### src/sv/cipd_pkg.sv
// Package for the case-insensitive pattern deleter.
// Holds widths, register indexes and the ASCII case fold; no dependencies.
package cipd_pkg;

  localparam int unsigned CharW         = 8;
  localparam int unsigned MaxPatternDef = 16;
  localparam int unsigned PatBytes      = 16;
  localparam int unsigned PatIdxW       = 4;
  localparam int unsigned LenRegW       = 5;
  localparam int unsigned CfgIdxW       = 2;
  localparam int unsigned CfgDataW      = 64;

  localparam logic [CharW-1:0] SpaceChar = 8'h20;

  typedef enum logic [CfgIdxW-1:0] {
    RegPatternLen  = 2'd0,
    RegPatternLow  = 2'd1,
    RegPatternHigh = 2'd2
  } cfg_reg_e;

  typedef struct packed {
    logic shift;
    logic active;
  } cell_ctrl_t;

  function automatic logic [CharW-1:0] fold(input logic [CharW-1:0] c);
    logic [CharW-1:0] r;
    r = c;
    if (c >= 8'h41 && c <= 8'h5A) begin
      r = c + 8'h20;
    end
    return r;
  endfunction

endpackage

### src/sv/cipd_cell.sv
// One window cell of the pattern deleter: holds a character, passes it on.
// Depends on cipd_pkg for the case fold and the control struct.
module cipd_cell (
  input  logic                          clk_i,
  input  cipd_pkg::cell_ctrl_t          ctrl_i,
  input  logic [cipd_pkg::CharW-1:0]    char_i,
  input  logic [cipd_pkg::CharW-1:0]    pat_char_i,
  output logic [cipd_pkg::CharW-1:0]    char_o,
  output logic                          eq_o
);
  import cipd_pkg::*;

  logic [CharW-1:0] char_q;

  always_ff @(posedge clk_i) begin
    if (ctrl_i.shift) begin
      char_q <= char_i;
    end
  end

  assign char_o = char_q;
  assign eq_o   = !ctrl_i.active || (fold(char_q) == fold(pat_char_i));

endmodule

### src/sv/case_insensitive_pattern_deleter.sv
// Top level of the case-insensitive pattern deleter: a row of window cells,
// match logic, line-end flush and output register. Depends on cipd_pkg, cipd_cell.
//
//   channel   dir  payload                               accepted when
//   s_axis    in   tdata[7:0] in_char, tlast end_of_line  tvalid & tready
//   m_axis    out  tdata[7:0] out_char, tuser has_char,   tvalid & tready
//                  tlast line_done
//   cfg       in   cfg_idx_i register, cfg_data_i value   cfg_we_i
//
// One request per cycle while s_axis_tready is high; results leave through the output register.
// A final character with r characters left in the window holds s_axis until they
// are flushed (r up to pattern length - 1), one per cycle while m_axis is free.
// Reset clears the window fill, the drop and flush flags and the output valid bit.
// m_axis stall holds the output register and drops s_axis_tready.
module case_insensitive_pattern_deleter #(
  parameter int unsigned MaxPattern = cipd_pkg::MaxPatternDef
) (
  input  logic                            clk_i,
  input  logic                            rst_ni,
  input  logic                            s_axis_tvalid,
  output logic                            s_axis_tready,
  input  logic [7:0]                      s_axis_tdata,  // [7:0] in_char
  input  logic                            s_axis_tlast,
  output logic                            m_axis_tvalid,
  input  logic                            m_axis_tready,
  output logic [7:0]                      m_axis_tdata,  // [7:0] out_char
  output logic                            m_axis_tuser,  // [0] has_char
  output logic                            m_axis_tlast,
  input  logic                            cfg_we_i,
  input  logic [cipd_pkg::CfgIdxW-1:0]    cfg_idx_i,
  input  logic [cipd_pkg::CfgDataW-1:0]   cfg_data_i
);
  import cipd_pkg::*;

  localparam int unsigned LenW = $clog2(MaxPattern + 1);
  localparam int unsigned IdxW = (MaxPattern > 1) ? $clog2(MaxPattern) : 1;

  logic [LenRegW-1:0]        pat_len_q;
  logic [2*CfgDataW-1:0]     pat_q;
  logic [CharW-1:0]          pat_byte [PatBytes];

  logic [IdxW-1:0]           fill_q, fill_d;
  logic                      drop_q, drop_d;
  logic                      flush_q, flush_d;
  logic                      out_valid_q, out_valid_d;
  logic [CharW-1:0]          out_char_q, out_char_d;
  logic                      out_has_q, out_has_d;
  logic                      out_done_q, out_done_d;

  logic [LenW-1:0]           len;
  logic [LenW-1:0]           fill_plus;
  logic [CharW-1:0]          cell_char [MaxPattern];
  logic [MaxPattern-1:0]     cell_eq;
  cell_ctrl_t                cell_ctrl [MaxPattern];
  logic                      out_free, accept, drop_sp, full, match, ch_eq, shift;
  logic [CharW-1:0]          rd_char, emit_char;
  logic [PatIdxW-1:0]        ch_pat_idx;

  for (genvar k = 0; k < PatBytes; k++) begin : g_pat
    assign pat_byte[k] = pat_q[CharW*k +: CharW];
  end

  always_comb begin
    if (pat_len_q == '0) begin
      len = LenW'(1);
    end else if (pat_len_q > LenRegW'(MaxPattern)) begin
      len = LenW'(MaxPattern);
    end else begin
      len = LenW'(pat_len_q);
    end
  end

  assign out_free      = !out_valid_q || m_axis_tready;
  assign s_axis_tready = !flush_q && out_free;
  assign accept        = s_axis_tvalid && s_axis_tready;
  assign drop_sp       = drop_q && (s_axis_tdata == SpaceChar);
  assign shift         = accept && !drop_sp;
  assign fill_plus     = LenW'(fill_q) + LenW'(1);
  assign full          = (fill_plus == len);
  assign ch_pat_idx    = PatIdxW'(len) - PatIdxW'(1);
  assign ch_eq         = fold(s_axis_tdata) == fold(pat_byte[ch_pat_idx]);
  assign match         = ch_eq && (&cell_eq);
  assign rd_char       = cell_char[fill_q - IdxW'(1)];
  assign emit_char     = (fill_q == '0) ? s_axis_tdata : rd_char;

  for (genvar j = 0; j < MaxPattern; j++) begin : g_cell
    logic [PatIdxW-1:0] pat_idx;
    logic [CharW-1:0]   char_in;

    assign pat_idx            = PatIdxW'(len) - PatIdxW'(j + 2);
    assign cell_ctrl[j].shift = shift;
    assign cell_ctrl[j].active = {1'b0, len} >= (LenW + 1)'(j + 2);

    if (j == 0) begin : g_head
      assign char_in = s_axis_tdata;
    end else begin : g_link
      assign char_in = cell_char[j-1];
    end

    cipd_cell u_cell (
      .clk_i      (clk_i),
      .ctrl_i     (cell_ctrl[j]),
      .char_i     (char_in),
      .pat_char_i (pat_byte[pat_idx]),
      .char_o     (cell_char[j]),
      .eq_o       (cell_eq[j])
    );
  end

  always_comb begin
    logic             emit;
    logic [IdxW-1:0]  post_fill;

    fill_d      = fill_q;
    drop_d      = drop_q;
    flush_d     = flush_q;
    out_valid_d = out_valid_q && !m_axis_tready;
    out_char_d  = out_char_q;
    out_has_d   = out_has_q;
    out_done_d  = out_done_q;
    emit        = 1'b0;
    post_fill   = fill_q;

    if (accept) begin
      drop_d = 1'b0;
      if (!drop_sp) begin
        if (!full) begin
          post_fill = IdxW'(fill_plus);
        end else if (match) begin
          post_fill = '0;
          drop_d    = 1'b1;
        end else begin
          emit = 1'b1;
        end
      end
      fill_d = post_fill;
      if (s_axis_tlast) begin
        drop_d = 1'b0;
        if (post_fill == '0) begin
          out_valid_d = 1'b1;
          out_char_d  = emit ? emit_char : '0;
          out_has_d   = emit;
          out_done_d  = 1'b1;
        end else begin
          flush_d = 1'b1;
          if (emit) begin
            out_valid_d = 1'b1;
            out_char_d  = emit_char;
            out_has_d   = 1'b1;
            out_done_d  = 1'b0;
          end
        end
      end else if (emit) begin
        out_valid_d = 1'b1;
        out_char_d  = emit_char;
        out_has_d   = 1'b1;
        out_done_d  = 1'b0;
      end
    end else if (flush_q && out_free) begin
      out_valid_d = 1'b1;
      out_char_d  = rd_char;
      out_has_d   = 1'b1;
      out_done_d  = (fill_q == IdxW'(1));
      fill_d      = fill_q - IdxW'(1);
      if (fill_q == IdxW'(1)) begin
        flush_d = 1'b0;
      end
    end

    if (cfg_we_i && (cfg_idx_i == RegPatternLen)) begin
      fill_d  = '0;
      drop_d  = 1'b0;
      flush_d = 1'b0;
    end
  end

  always_ff @(posedge clk_i or negedge rst_ni) begin
    if (!rst_ni) begin
      pat_len_q <= LenRegW'(1);
      pat_q     <= '0;
    end else if (cfg_we_i) begin
      unique case (cfg_idx_i)
        RegPatternLen:  pat_len_q <= cfg_data_i[LenRegW-1:0];
        RegPatternLow:  pat_q[CfgDataW-1:0] <= cfg_data_i;
        RegPatternHigh: pat_q[2*CfgDataW-1:CfgDataW] <= cfg_data_i;
        default: ;
      endcase
    end
  end

  always_ff @(posedge clk_i or negedge rst_ni) begin
    if (!rst_ni) begin
      fill_q      <= '0;
      drop_q      <= 1'b0;
      flush_q     <= 1'b0;
      out_valid_q <= 1'b0;
    end else begin
      fill_q      <= fill_d;
      drop_q      <= drop_d;
      flush_q     <= flush_d;
      out_valid_q <= out_valid_d;
    end
  end

  always_ff @(posedge clk_i) begin
    out_char_q <= out_char_d;
    out_has_q  <= out_has_d;
    out_done_q <= out_done_d;
  end

  assign m_axis_tvalid = out_valid_q;
  assign m_axis_tdata  = out_char_q;
  assign m_axis_tuser  = out_has_q;
  assign m_axis_tlast  = out_done_q;

endmodule
### config.mk
export PLATFORM = sky130hd
export DESIGN_NAME = case_insensitive_pattern_deleter
export DESIGN_NICKNAME = d
export VERILOG_FILES = /design/src/sv/cipd_pkg.sv /design/src/sv/cipd_cell.sv /design/src/sv/case_insensitive_pattern_deleter.sv
export SDC_FILE = /design/constraint.sdc
export NUM_CORES = 1
export LEC_CHECK = 0
export ABC_CLOCK_PERIOD_IN_PS = 12000
export BUFFER_PORTS_ARGS = -buffer_cell sky130_fd_sc_hd__buf_2
export CORE_ASPECT_RATIO = 1.25
export CORE_UTILIZATION = 45
export CTS_BUF_LIST = sky130_fd_sc_hd__clkbuf_16
export CTS_CLUSTER_SIZE = 28
export DETAILED_ROUTE_END_ITERATION = 6
export GPL_ROUTABILITY_DRIVEN = 0
export SETUP_SLACK_MARGIN = 0.3
export SLEW_MARGIN = 20
export SYNTH_ARGS = -nofsm -noshare
export SYNTH_HDL_FRONTEND = slang
export SYNTH_SLANG_ARGS = --single-unit
### constraint.sdc
create_clock -name clk_i -period 12 [get_ports clk_i]
set_clock_uncertainty 0.2 [all_clocks]
set_input_delay 1.8 -clock clk_i [delete_from_list [all_inputs] [get_ports clk_i]]
set_output_delay 1.8 -clock clk_i [all_outputs]
set_load 0.005 [all_outputs]
==> impl_metrics.env <==
export IMPL_netlist_area_um2=25700
export IMPL_ys_warnings_count=0
export IMPL_power_density_nw_per_um2=250.6
export IMPL_final_core_util=0.4864
export IMPL_cp_top_family="compound AO/OA/AOI/OAI gates"
export IMPL_fp_row_count=97
export IMPL_grt_pass1_vias=22270
export IMPL_critPathBufInv=1
export IMPL_synth_top_family_by_area="multiplexers"
export IMPL_synth_most_common_cell="mux2i_1"
export IMPL_totalWireLength_um=100500
export IMPL_fill_cells=5125
export IMPL_num_antenna_cells=0
export IMPL_place_ws_ns=4.545
export IMPL_vdd_drop_max_mv=0.1450
export IMPL_cts_setup_buffers=0
export IMPL_cts_buffers_inserted=30
export IMPL_yosysSeqAreaShare=0.2976
export IMPL_critPathCaptureType="register"
export IMPL_dieArea_um2=58070
export IMPL_routedWlPerCell_um=29.89
export IMPL_synth_flop_cell="dfrtp_1"
export IMPL_grt_max_degree=150
export IMPL_antenna_found_initial=1
export IMPL_synth_edf_count=138
export IMPL_grt_total_usage=0.3385
export IMPL_synth_xor_area_frac=0.04450
export IMPL_tightest_slew_ns=1.330
export IMPL_drc=5
export IMPL_syn_nets=2746
export IMPL_synthAdderAreaFrac=0.01899
export IMPL_seq_area_um2=7662
export IMPL_cts_htree_levels=1
export IMPL_max_slew_margin=0.1080
export IMPL_cts_hold_buf=0
export IMPL_holdWs_ns=0.2874
export IMPL_via_count=23970
export IMPL_dp_cells=3308
export IMPL_grt_first_pass_wirelength_um=149300
export IMPL_cp_max_fo=149
export IMPL_status="complete, but fails checks"
export IMPL_cp_arrival_ns=7.98
export IMPL_cts_repair_resized=0
export IMPL_path_cells="buf_12 -> nand2b_1 -> nand2_4 -> a211oi_1 -> a22oi_1 -> nand2_1 -> nor4bb_1 -> a22oi_1 -> a21oi_1 -> xor2_1 -> nor4_1 -> o31ai_1 -> nor4_2 -> a211o_1 -> o22ai_1 -> o21ai_0"
export IMPL_fin_cells=3363
export IMPL_rsz0062_at_grt="no"
export IMPL_port_buffers=91
export IMPL_cts_tree="yes"
export IMPL_min_path_type="reg2reg"
export IMPL_crit_top_cell="a22oi_1"
export IMPL_yosysUniqueCellTypes=117
export IMPL_p_leak_nw=10.27
export IMPL_synth_seq_cells=278
export IMPL_synth_area_per_cell_um2=9.782
export IMPL_dp_hpwl_um=74940
export IMPL_use_met2=0.5157
export IMPL_drv_cap=0
export IMPL_die_y_um=269.2
export IMPL_area_growth_pct=6.354
export IMPL_fmax_mhz=128.9
export IMPL_postSynth_asyncResetShare=0.5036
export IMPL_ant_nets=0
export IMPL_met1_usage=0.4405
export IMPL_synth_mux_area_frac=0.2244
export IMPL_multi_input_area_um2=16840
export IMPL_synth_compound_area_frac=0.2066
export IMPL_clk_pin_slew_worst_paths_ns=0.06
export IMPL_slew_violations=0
export IMPL_dr_pass1_iters=7
export IMPL_syn_inst=2627
export IMPL_finalInstanceArea_um2=27330
export IMPL_setup_tns_ns=0
export IMPL_vias_per_cell=7.129
export IMPL_clkSinkCount=278
export IMPL_io_pins=92
export IMPL_setup_worst_path_class="reg2reg"
export IMPL_slowest_delay_ns=1.27
export IMPL_cp_slowest_cell="a211oi_1"
export IMPL_netlist_area_leader_share=0.1613
export IMPL_dr_first_iter_drc_count=3528
export IMPL_worstPathRequired_ns=12.22
export IMPL_setup_viol=0
export IMPL_nets=2717
export IMPL_die_x_um=215.7
export IMPL_cts_buffer_depth=3
export IMPL_grt_busiest_layer="met2"
export IMPL_hold_viol=0
export IMPL_initial_core_util=0.4573
export IMPL_synth_area_leaders="edfxtp_1 16%, dfrtp_1 14%, mux2i_1 8.2%"
export IMPL_post_dp_cell_area_um2=26340
export IMPL_critPathLaunchType="register"
export IMPL_violations="design-rule violations"
export IMPL_core_area_um2=56190
export IMPL_clk_latency_ns=0.61
export IMPL_grt_remaining_overflow=0
export IMPL_final_layout_size_suffix_gt1_frac=0.2049
export IMPL_fin_crit_sh=0.6466
export IMPL_yosysTopAreaCell="edfxtp_1"
export IMPL_synthTopCellsByCount="211 x mux2i_1, 192 x nand2_1, 178 x mux2_2, 178 x nor2_1, 139 x dfrtp_1"
export IMPL_setup_ws_ns=4.240
export IMPL_synth_simple_area_share=0.1568
export IMPL_power_mw=6.849
export IMPL_fin_crit_ns=7.760
export IMPL_cts_root_buf="clkbuf_16"
export IMPL_grtUsageMet3=0.06306
[cell usage in the layout (no fill, tap or decap), types with 46 or more instances in the layout]
master | netlist | final
a21oi_1 | 92 | 92
a22oi_1 | 46 | 46
buf_2 | 59 | 90
dfrtp_1 | 139 | 135
edfxtp_1 | 138 | 138
inv_1 | 41 | 48
mux2_2 | 178 | 178
mux2i_1 | 211 | 210
mux4_2 | 62 | 62
nand2_1 | 192 | 192
nand3_1 | 48 | 48
nor2_1 | 178 | 177
nor3_1 | 115 | 115
o21ai_0 | 63 | 63
o22ai_1 | 60 | 60
xnor2_1 | 81 | 81
[cell families (layout without fill, tap and decap cells)]
kind of cell,after synthesis,after routing
DFF,278,278
buffers and inverters,234,228
adders and majority gates,39,39
and+or+nand+nor,785,785
muxes,470,470
xor gates and xnor gates,128,128
AOI/OAI and AO/OA,693,693
[per-layer routing]
| layer | share of wire | routed length, um |
|---|---|---|
| met5 | 0.00013 | 13 |
| met4 | 0.078 | 7859 |
| met3 | 0.11 | 10580 |
| met2 | 0.44 | 44170 |
| met1 | 0.38 | 37890 |
[power breakdown]
part	total, mW	internal, mW	switching, mW
Clock	0.931	0.522	0.409
Sequential	1.66	1.27	0.388
Combinational	4.26	1.62	2.64
[flip-flops by register name, summed over array words and instances (netlist names)]
| signal | cells |
|---|---|
| drop_q | 1 |
| fill_q | 4 |
| flush_q | 1 |
| g_cell.u_cell.char_o | 128 |
| m_axis_tdata | 8 |
| m_axis_tlast | 1 |
| m_axis_tuser | 1 |
| m_axis_tvalid | 1 |
| pat_len_q | 5 |
| pat_q | 128 |
[final timing paths]
kind | from | to | cells past startpoint | slack, ns
max in group asynchronous | rst_ni | pat_len_q[1]$_DFFE_PN0P_ | 2 | 9.12
setup reg to reg | pat_len_q[4]$_DFFE_PN0P_ | m_axis_tlast$_DFFE_PP_ | 16 | 4.24
min in group asynchronous | rst_ni | pat_q[93]$_DFFE_PN0P_ | 1 | 1.00
hold reg to reg | pat_len_q[3]$_DFFE_PN0P_ | pat_len_q[3]$_DFFE_PN0P_ | 2 | 0.29
setup / recovery | pat_len_q[4]$_DFFE_PN0P_ | m_axis_tlast$_DFFE_PP_ | 16 | 4.24
hold / removal | pat_len_q[3]$_DFFE_PN0P_ | pat_len_q[3]$_DFFE_PN0P_ | 2 | 0.29
[worst min-delay path, delay by kind of cell (launching register included)]
kind	cells	cell delay [ns]
and+or+nand+nor	2	0.11
DFF	1	0.34
[area by class of cell]
class / instances / share of cell area
Clock buffer: 32 / 0.02930
Clock inverter: 23 / 0.006089
Inverter: 45 / 0.006180
Multi-Input combinational cell: 2115 / 0.6161
Sequential cell: 278 / 0.2804
Tap cell: 742 / 0.03397
Timing Repair Buffer: 128 / 0.02797
No activity file was read; power rests on OpenSTA's default activity.
